[src/sart_pkg.sv]
// Shared types and constants for the selective-ack receive tracker.
`timescale 1ns / 1ps

package sart_pkg;

  localparam int SEQ_W    = 32;
  localparam int STREAM_W = 2;
  localparam int MASK_W   = 24;
  localparam int LOW_W    = 8;
  localparam int HIGH_W   = 2;

  localparam logic [STREAM_W-1:0] ACK_STREAM_RESET = STREAM_W'(1);

  typedef enum logic [0:0] {
    OP_RECEIVE = 1'b0,
    OP_ACK     = 1'b1
  } opcode_t;

  typedef struct packed {
    opcode_t             opcode;
    logic [STREAM_W-1:0] stream_select;
    logic [SEQ_W-1:0]    sequence_number;
  } in_item_t;

  typedef struct packed {
    logic [SEQ_W-1:0]  delivered_count;
    logic [LOW_W-1:0]  ack_seq_low;
    logic [HIGH_W-1:0] ack_seq_high;
    logic [MASK_W-1:0] ack_mask;
    logic              window_overflow;
  } out_item_t;

endpackage

[src/sart_chan_if.sv]
// Valid/ready channel carrying one transaction payload.
`timescale 1ns / 1ps

interface sart_chan_if #(
  parameter type data_t = logic
);
  logic  valid;
  logic  ready;
  data_t data;

  modport source (output valid, output data, input ready);
  modport sink   (input valid, input data, output ready);
endinterface

[src/sart_advance.sv]
// Trailing-ones advance: finds the run of received numbers and shifts it out.
`timescale 1ns / 1ps

module sart_advance #(
  parameter int WINDOW = 64
) (
  input  logic [WINDOW-1:0]             bitmap_in,
  output logic [$clog2(WINDOW+1)-1:0]   shift_amt,
  output logic [WINDOW-1:0]             bitmap_out
);
  localparam int CW = $clog2(WINDOW+1);

  logic [WINDOW:0] ext;
  logic [WINDOW:0] plus_one;
  logic [WINDOW:0] first_zero;

  // lowest clear bit isolated as a one-hot: ~x & (x+1)
  assign ext        = {1'b0, bitmap_in};
  assign plus_one   = ext + (WINDOW+1)'(1);
  assign first_zero = ~ext & plus_one;

  always_comb begin
    shift_amt = '0;
    for (int j = 0; j <= WINDOW; j++) begin
      if (first_zero[j]) begin
        shift_amt = shift_amt | CW'(j);
      end
    end
  end

  assign bitmap_out = bitmap_in >> shift_amt;

endmodule

[src/selective_ack_receive_tracker.sv]
// Selective-ack receive tracker: per-stream in-order counters and ahead bitmaps.
`timescale 1ns / 1ps
//
//  channel   dir  handshake        payload
//  in_chan   in   valid/ready      opcode, stream_select, sequence_number
//  out_chan  out  valid/ready      delivered_count, ack_seq_low/high, ack_mask,
//                                  window_overflow
//  cfg_*     in   write enable     ack_stream (2 bits)
//
//  One transaction per cycle sustained while out_chan.ready holds; a result
//  passes the input register, then the result register, on its way to
//  out_chan. The work sits between those two registers: a 32-bit distance
//  subtract, a WINDOW+1 bit increment to find the trailing-ones run, a barrel
//  shift and a 32-bit counter add.
//  Reset (rst_n low, synchronous) zeroes all counters and bitmaps and sets
//  ack_stream to 1; no clearing pass is needed.
//  A stalled result register holds the input register, which in turn drops
//  in_chan.ready; state is only updated when a result is written.

module selective_ack_receive_tracker #(
  parameter int NUM_STREAMS = 3,
  parameter int WINDOW      = 64
) (
  input  logic                          clk,
  input  logic                          rst_n,
  sart_chan_if.sink                     in_chan,
  sart_chan_if.source                   out_chan,
  input  logic                          cfg_wr_en,
  input  logic [sart_pkg::STREAM_W-1:0] cfg_wr_data
);
  import sart_pkg::*;

  localparam int SW = (NUM_STREAMS > 1) ? $clog2(NUM_STREAMS) : 1;
  localparam int PW = $clog2(WINDOW);
  localparam int CW = $clog2(WINDOW+1);

  // configuration
  logic [STREAM_W-1:0] ack_stream_r;

  // per-stream state
  logic [SEQ_W-1:0]  counter_r [NUM_STREAMS];
  logic [WINDOW-1:0] bitmap_r  [NUM_STREAMS];

  // input and result registers
  logic      s1_valid_r;
  in_item_t  s1_item_r;
  logic      out_valid_r;
  out_item_t out_item_r;
  out_item_t out_item_nxt;

  logic s1_go;

  // stream lookup
  logic [STREAM_W-1:0] rd_stream;
  logic [3:0]          rd_wide;
  logic [SW-1:0]       rd_idx;
  logic                stream_ok;
  logic [SEQ_W-1:0]    cur_cnt;
  logic [WINDOW-1:0]   cur_bm;

  // receive path
  logic [SEQ_W-1:0]  seq_gap;
  logic [SEQ_W-1:0]  seq_gap_m1;
  logic              in_win;
  logic              beyond;
  logic [WINDOW-1:0] marked_bm;
  logic [CW-1:0]     shift_amt;
  logic [WINDOW-1:0] shifted_bm;
  logic [SEQ_W-1:0]  new_cnt;
  logic              upd;

  // handshake: input register moves on when the result register is free
  assign s1_go         = s1_valid_r && (!out_valid_r || out_chan.ready);
  assign in_chan.ready = !s1_valid_r || s1_go;
  assign out_chan.valid = out_valid_r;
  assign out_chan.data  = out_item_r;

  always_ff @(posedge clk) begin
    if (!rst_n) begin
      ack_stream_r <= ACK_STREAM_RESET;
    end else if (cfg_wr_en) begin
      ack_stream_r <= cfg_wr_data;
    end
  end

  always_ff @(posedge clk) begin
    if (!rst_n) begin
      s1_valid_r <= 1'b0;
    end else if (in_chan.ready) begin
      s1_valid_r <= in_chan.valid;
    end
  end

  always_ff @(posedge clk) begin
    if (in_chan.ready && in_chan.valid) begin
      s1_item_r <= in_chan.data;
    end
  end

  // one read port: ack reads the configured stream, receive the selected one
  assign rd_stream = (s1_item_r.opcode == OP_ACK) ? ack_stream_r : s1_item_r.stream_select;
  assign rd_wide   = {2'b00, rd_stream};
  assign rd_idx    = rd_wide[SW-1:0];
  assign stream_ok = rd_wide < 4'(NUM_STREAMS);

  always_comb begin
    cur_cnt = '0;
    cur_bm  = '0;
    for (int s = 0; s < NUM_STREAMS; s++) begin
      if (rd_idx == SW'(s)) begin
        cur_cnt = counter_r[s];
        cur_bm  = bitmap_r[s];
      end
    end
  end

  // modular distance; 1..WINDOW marks, 0 or the upper half is stale
  assign seq_gap    = s1_item_r.sequence_number - cur_cnt;
  assign seq_gap_m1 = seq_gap - SEQ_W'(1);
  assign in_win     = (seq_gap != '0) && (seq_gap <= SEQ_W'(WINDOW));
  assign beyond     = !in_win && (seq_gap != '0) && !seq_gap[SEQ_W-1];

  always_comb begin
    for (int j = 0; j < WINDOW; j++) begin
      marked_bm[j] = cur_bm[j] | (in_win && (seq_gap_m1[PW-1:0] == PW'(j)));
    end
  end

  sart_advance #(
    .WINDOW (WINDOW)
  ) u_advance (
    .bitmap_in  (marked_bm),
    .shift_amt  (shift_amt),
    .bitmap_out (shifted_bm)
  );

  assign new_cnt = cur_cnt + SEQ_W'(shift_amt);
  assign upd     = s1_go && (s1_item_r.opcode == OP_RECEIVE) && stream_ok;

  always_ff @(posedge clk) begin
    if (!rst_n) begin
      for (int s = 0; s < NUM_STREAMS; s++) begin
        counter_r[s] <= '0;
        bitmap_r[s]  <= '0;
      end
    end else if (upd) begin
      for (int s = 0; s < NUM_STREAMS; s++) begin
        if (rd_idx == SW'(s)) begin
          counter_r[s] <= new_cnt;
          bitmap_r[s]  <= shifted_bm;
        end
      end
    end
  end

  // result build; an out-of-range stream gives an all-zero transaction
  always_comb begin
    out_item_nxt = '0;
    if (stream_ok) begin
      if (s1_item_r.opcode == OP_RECEIVE) begin
        out_item_nxt.delivered_count = new_cnt;
        out_item_nxt.window_overflow = beyond;
      end else begin
        out_item_nxt.delivered_count = cur_cnt;
        out_item_nxt.ack_seq_low     = cur_cnt[LOW_W-1:0];
        out_item_nxt.ack_seq_high    = cur_cnt[LOW_W+HIGH_W-1:LOW_W];
        out_item_nxt.ack_mask        = cur_bm[MASK_W-1:0];
      end
    end
  end

  always_ff @(posedge clk) begin
    if (!rst_n) begin
      out_valid_r <= 1'b0;
    end else if (s1_go) begin
      out_valid_r <= 1'b1;
    end else if (out_chan.ready) begin
      out_valid_r <= 1'b0;
    end
  end

  always_ff @(posedge clk) begin
    if (s1_go) begin
      out_item_r <= out_item_nxt;
    end
  end

endmodule

[src/flat_wrapper.sv]
// flat-port wrapper written by rule: the top's interface ports become plain ports
module selective_ack_receive_tracker_flat import sart_pkg::*;
#(
  parameter int NUM_STREAMS = 3,
  parameter int WINDOW      = 64
)
  (clk, rst_n, cfg_wr_en, cfg_wr_data, in_chan_valid, in_chan_data, in_chan_ready, out_chan_valid, out_chan_data, out_chan_ready);
  sart_chan_if #(.data_t(in_item_t)) in_chan_i ();
  sart_chan_if #(.data_t(out_item_t)) out_chan_i ();
  input  logic clk;
  input  logic rst_n;
  input  logic cfg_wr_en;
  input  logic [sart_pkg::STREAM_W-1:0] cfg_wr_data;
  input wire logic [$bits(in_chan_i.valid)-1:0] in_chan_valid;
  input wire logic [$bits(in_chan_i.data)-1:0] in_chan_data;
  output wire logic [$bits(in_chan_i.ready)-1:0] in_chan_ready;
  output wire logic [$bits(out_chan_i.valid)-1:0] out_chan_valid;
  output wire logic [$bits(out_chan_i.data)-1:0] out_chan_data;
  input wire logic [$bits(out_chan_i.ready)-1:0] out_chan_ready;
  assign in_chan_i.valid = in_chan_valid;
  assign in_chan_i.data = in_chan_data;
  assign in_chan_ready = in_chan_i.ready;
  assign out_chan_valid = out_chan_i.valid;
  assign out_chan_data = out_chan_i.data;
  assign out_chan_i.ready = out_chan_ready;
  selective_ack_receive_tracker #(.NUM_STREAMS(NUM_STREAMS), .WINDOW(WINDOW)) u_core (.clk(clk), .rst_n(rst_n), .in_chan(in_chan_i), .out_chan(out_chan_i), .cfg_wr_en(cfg_wr_en), .cfg_wr_data(cfg_wr_data));
endmodule
[config.mk]
export PLATFORM = sky130hd
export DESIGN_NAME = selective_ack_receive_tracker_flat
export DESIGN_NICKNAME = d
export VERILOG_FILES = /design/src/sart_pkg.sv /design/src/sart_chan_if.sv /design/src/sart_advance.sv /design/src/selective_ack_receive_tracker.sv /design/src/flat_wrapper.sv
export SDC_FILE = /design/constraint.sdc
export NUM_CORES = 1
export LEC_CHECK = 0
export BUFFER_PORTS_ARGS = -buffer_cell sky130_fd_sc_hd__buf_2
export CAP_MARGIN = 25
export CORE_ASPECT_RATIO = 0.5
export CORE_MARGIN = 8
export CORE_UTILIZATION = 28
export DETAILED_ROUTE_END_ITERATION = 8
export PLACE_DENSITY = 0.48
export SETUP_SLACK_MARGIN = 0.5
export SLEW_MARGIN = 20
export SYNTH_ARGS = -nofsm -noshare
export SYNTH_HDL_FRONTEND = slang
export SYNTH_HIERARCHICAL = 1
export SYNTH_SLANG_ARGS = --single-unit
[constraint.sdc]
create_clock -name clk -period 19 [get_ports clk]
set_input_delay 4.75 -clock clk [delete_from_list [all_inputs] [get_ports clk]]
set_output_delay 4.75 -clock clk [all_outputs]
set_load 0.02 [all_outputs]
==> run metrics <==
post-synthesis mux area share 8.47%; PostCTS Resize Cnt 0; simple-gate portion of the synthesized area 19.9%; via count of the first global-routing pass 22600; first-pass GRT wire length 162 mm; Distinct cells, synth 114; Syn-to-layout area delta 12.8%; kind of critical path flop to flop; count of flip-flops with a built-in enable after synthesis 390; WP data arrival ~15000 ps; Die Wd about 450 µm; hold_buf cts 0; CTS tree yes; sequential share of power 41.3%; startpoint types flop; post-synthesis register bit count 394; Synth Area in Adders about 1.8%; RSZ-0062 raised after global routing false; Inserted Clock Buffers 41; Clock Skew 27.9 ps; # DRC 0; clock tree buffer depth 3; fmax 68.5 MHz; Total Wirelength ~110 mm; combinational share of power 26.1%; outcome finished clean; initial antenna violation count 5; Routed wire per std cell 27.6 µm; largest family of logic cells by synthesized area simple AND/OR/NAND/NOR gates; # nets final just under 3000; Crit path largest cell delay 1020 ps; CP Max Fanout 43; total chip power 2460 µW; Mapped Area 26400 µm²; GRT overflow 0; final hold vios 0; GRT Total Usage 20.5%; minimum clock period 14600 ps; CTS sink cnt 394; Reg clk slew, reported paths 60 ps; Slew Viols, Final 0; Net Sw Power 815 µW; core area 93200 µm²; die area 105000 µm²; Compound-Gate Fraction of Synth Area 18.5%; Synth Net Count 2826; Detail Placement HPWL 84.5 mm; Avg Cell Area, Syn approximately 9.6 µm²; Critical Path Sink Type flop; initial drt markers 2594; Post-Synth XOR/XNOR Area 2.46%; largest net degree at the start of global routing 70; Post-CTS Setup Inserts 0; # fillers 9667; clock share of power around a third; Max IR drop VDD between 0.07 and 0.08 mV; most used cell, CP buf_4; Root Driver clkbuf_16; Worst slew margin about a quarter; Initial Util 28.3%; most common cell after layout, fill and taps aside edfxtp_1; Site Rows between 70 and 80; Internal between 1500 and 2000 µW; CTS H-tree lvls 2; Pleak about 0.01 µW; gate count of the mapped netlist 2750; synth warn 6; Tcrit/Tclk final 76.9%; clk_lat worst skew around 600 ps; Worst Hold Class flop to flop; Power Dens Cells 82.5 nW/µm²; Post-synth top flop edfxtp_1; Post-synth ARST share 0%; vias per cell 5.72; post-synthesis sequential area ratio 44.7%; antenna viol nets, final 0; vias post-DR 23400; Required @ worst endpoint 19320 ps; max cap viols 0; Slew @ Worst Pin 1120 ps; Sw Share 33.2%; Setup violations, final 0; GP Congestion between 1 and 1.5; setup_tns 0 ps; die height 233 µm; commonest non-fill, non-tap cells in the layout edfxtp_1 (390), nand2_1 (341), a21oi_1 (233), nor2_1 (225), mux2i_1 (152); ratio of cells with drive above 1 in the final layout 14.4%; Slowest-stage cell, CP o41ai_2; IO Pins ~110; router iterations before antenna repair 7; PortBufs 110
cell usage after synthesis (all sizes together), types with 7 or more instances:
library cell | instances | share of area [%]
a21oi | 234 | 4.5
clkbuf | 113 | 1.6
and4 | 7 | 0.23
o31ai | 52 | 1.5
a211oi | 23 | 0.65
o21bai | 11 | 0.33
a21o | 33 | 0.94
xnor2 | 57 | 1.9
or2 | 22 | 0.52
xor2 | 17 | 0.56
or3 | 26 | 0.64
nand2b | 29 | 0.69
o2bb2ai | 18 | 0.62
nand3 | 89 | 1.7
o211ai | 12 | 0.34
o22a | 8 | 0.27
nor2 | 228 | 3.3
mux2 | 53 | 2.3
nand4 | 54 | 1.3
and2 | 82 | 1.9
ha | 32 | 1.5
and3 | 35 | 0.83
o22ai | 41 | 1.0
o221ai | 8 | 0.27
nor4 | 31 | 0.78
edfxtp | 390 | 44
nor3 | 65 | 1.3
a2111oi | 10 | 0.33
mux2i | 159 | 6.2
or4 | 20 | 0.60
nor2b | 14 | 0.33
o21ai | 111 | 2.1
nand4b | 7 | 0.23
buf | 72 | 1.7
o41ai | 29 | 1.3
a2bb2oi | 7 | 0.26
a221oi | 14 | 0.46
a31oi | 9 | 0.21
inv | 58 | 0.82
a22oi | 14 | 0.42
o21a | 14 | 0.40
nand2 | 341 | 4.8
sequential cells by signal, indices dropped and copies added, names as in the netlist:
register               flops
u_core/bitmap_r          192
u_core/counter_r          96
u_core/out_chan.data      67
u_core/s1_item_r          35
u_core/ack_stream_r        2
u_core/out_chan.valid      1
u_core/s1_valid_r          1
final timing paths:
kind | from | cells after the start | end | slack [ps]
max | u_core/s1_item_r[34] | 36 | u_core/out_chan.data[61] | 4400
min | u_core/s1_valid_r | 2 | u_core/out_chan.valid | 540
max reg2reg | u_core/s1_item_r[34] | 36 | u_core/out_chan.data[61] | 4400
min reg2reg | u_core/s1_valid_r | 2 | u_core/out_chan.valid | 540
cell type report:
| type | count | area (µm²) | share of cell area (%) |
|---|---|---|---|
| multi-input combinational | 2113 | 13700 | 45.9 |
| sequential | 394 | 11800 | 39.6 |
| tap | 1255 | 1570 | 5.27 |
| timing repair buffer | 197 | 1210 | 4.07 |
| clock buffer | 51 | 1120 | 3.75 |
| inverter | 58 | 218 | 0.731 |
| clock inverter | 20 | 181 | 0.609 |
| antenna | 3 | 7.51 | 0.0252 |
per-layer routing:
layer	track usage, %	vias to the layer above	part of all wire (%)
met3	3.24	237	7.2
met2	33.1	1063	45
met4	7.88	4	4.4
met1	27.6	11600	43
li1	-	10500	-
met5	0	-	0.020
per-stage QoR:
| step | std cells | hold WS, ps | setup slack (ps) | instance area, µm² | util [%] |
|---|---|---|---|---|---|
| finish | 4091 | 538 | 4400 | 29800 | 31.9 |
| global route | 4089 | 590 | 3710 | 29800 | 31.9 |
| CTS | 4086 | 541 | 4650 | 29700 | 31.9 |
| detailed placement | 4015 | 529 | 4720 | 28400 | 30.5 |
| global placement | 4014 | 510 | 4720 | 28400 | 30.5 |
| floorplan | 2750 | 478 | 2780 | 26400 | - |
worst max-delay path, delay by kind of cell, from the launching register on:
kind | cells | cell delay [ps]
xor+xnor | 2 | 160
simple gates | 12 | 5580
fa+ha+maj | 3 | 1080
compound gates | 10 | 3510
buf+inv | 8 | 2970
flops | 1 | 320
mux | 1 | 550
kinds of logic (layout without fill, tap and decap cells):
kind of cell	Yosys count	count (layout)
mux	212	212
simple gates	1069	1069
compound gates	719	719
other cells	1	4
fa+ha+maj	38	38
xor+xnor	74	74
buf+inv	243	326
flops	394	394
power groups by stage:
| stage | logic [µW] | clock network, µW | registers (µW) |
|---|---|---|---|
| 2_1_floorplan | 381 | 0 | 1050 |
| 3_3_place_gp | 631 | 0 | 1030 |
| 3_5_place_dp | 626 | 0 | 1030 |
| 4_1_cts | 628 | 825 | 1020 |
| 5_1_grt | 678 | 854 | 1020 |
| 6_report | 641 | 801 | 1020 |
No activity file was read; power rests on OpenSTA's default activity.
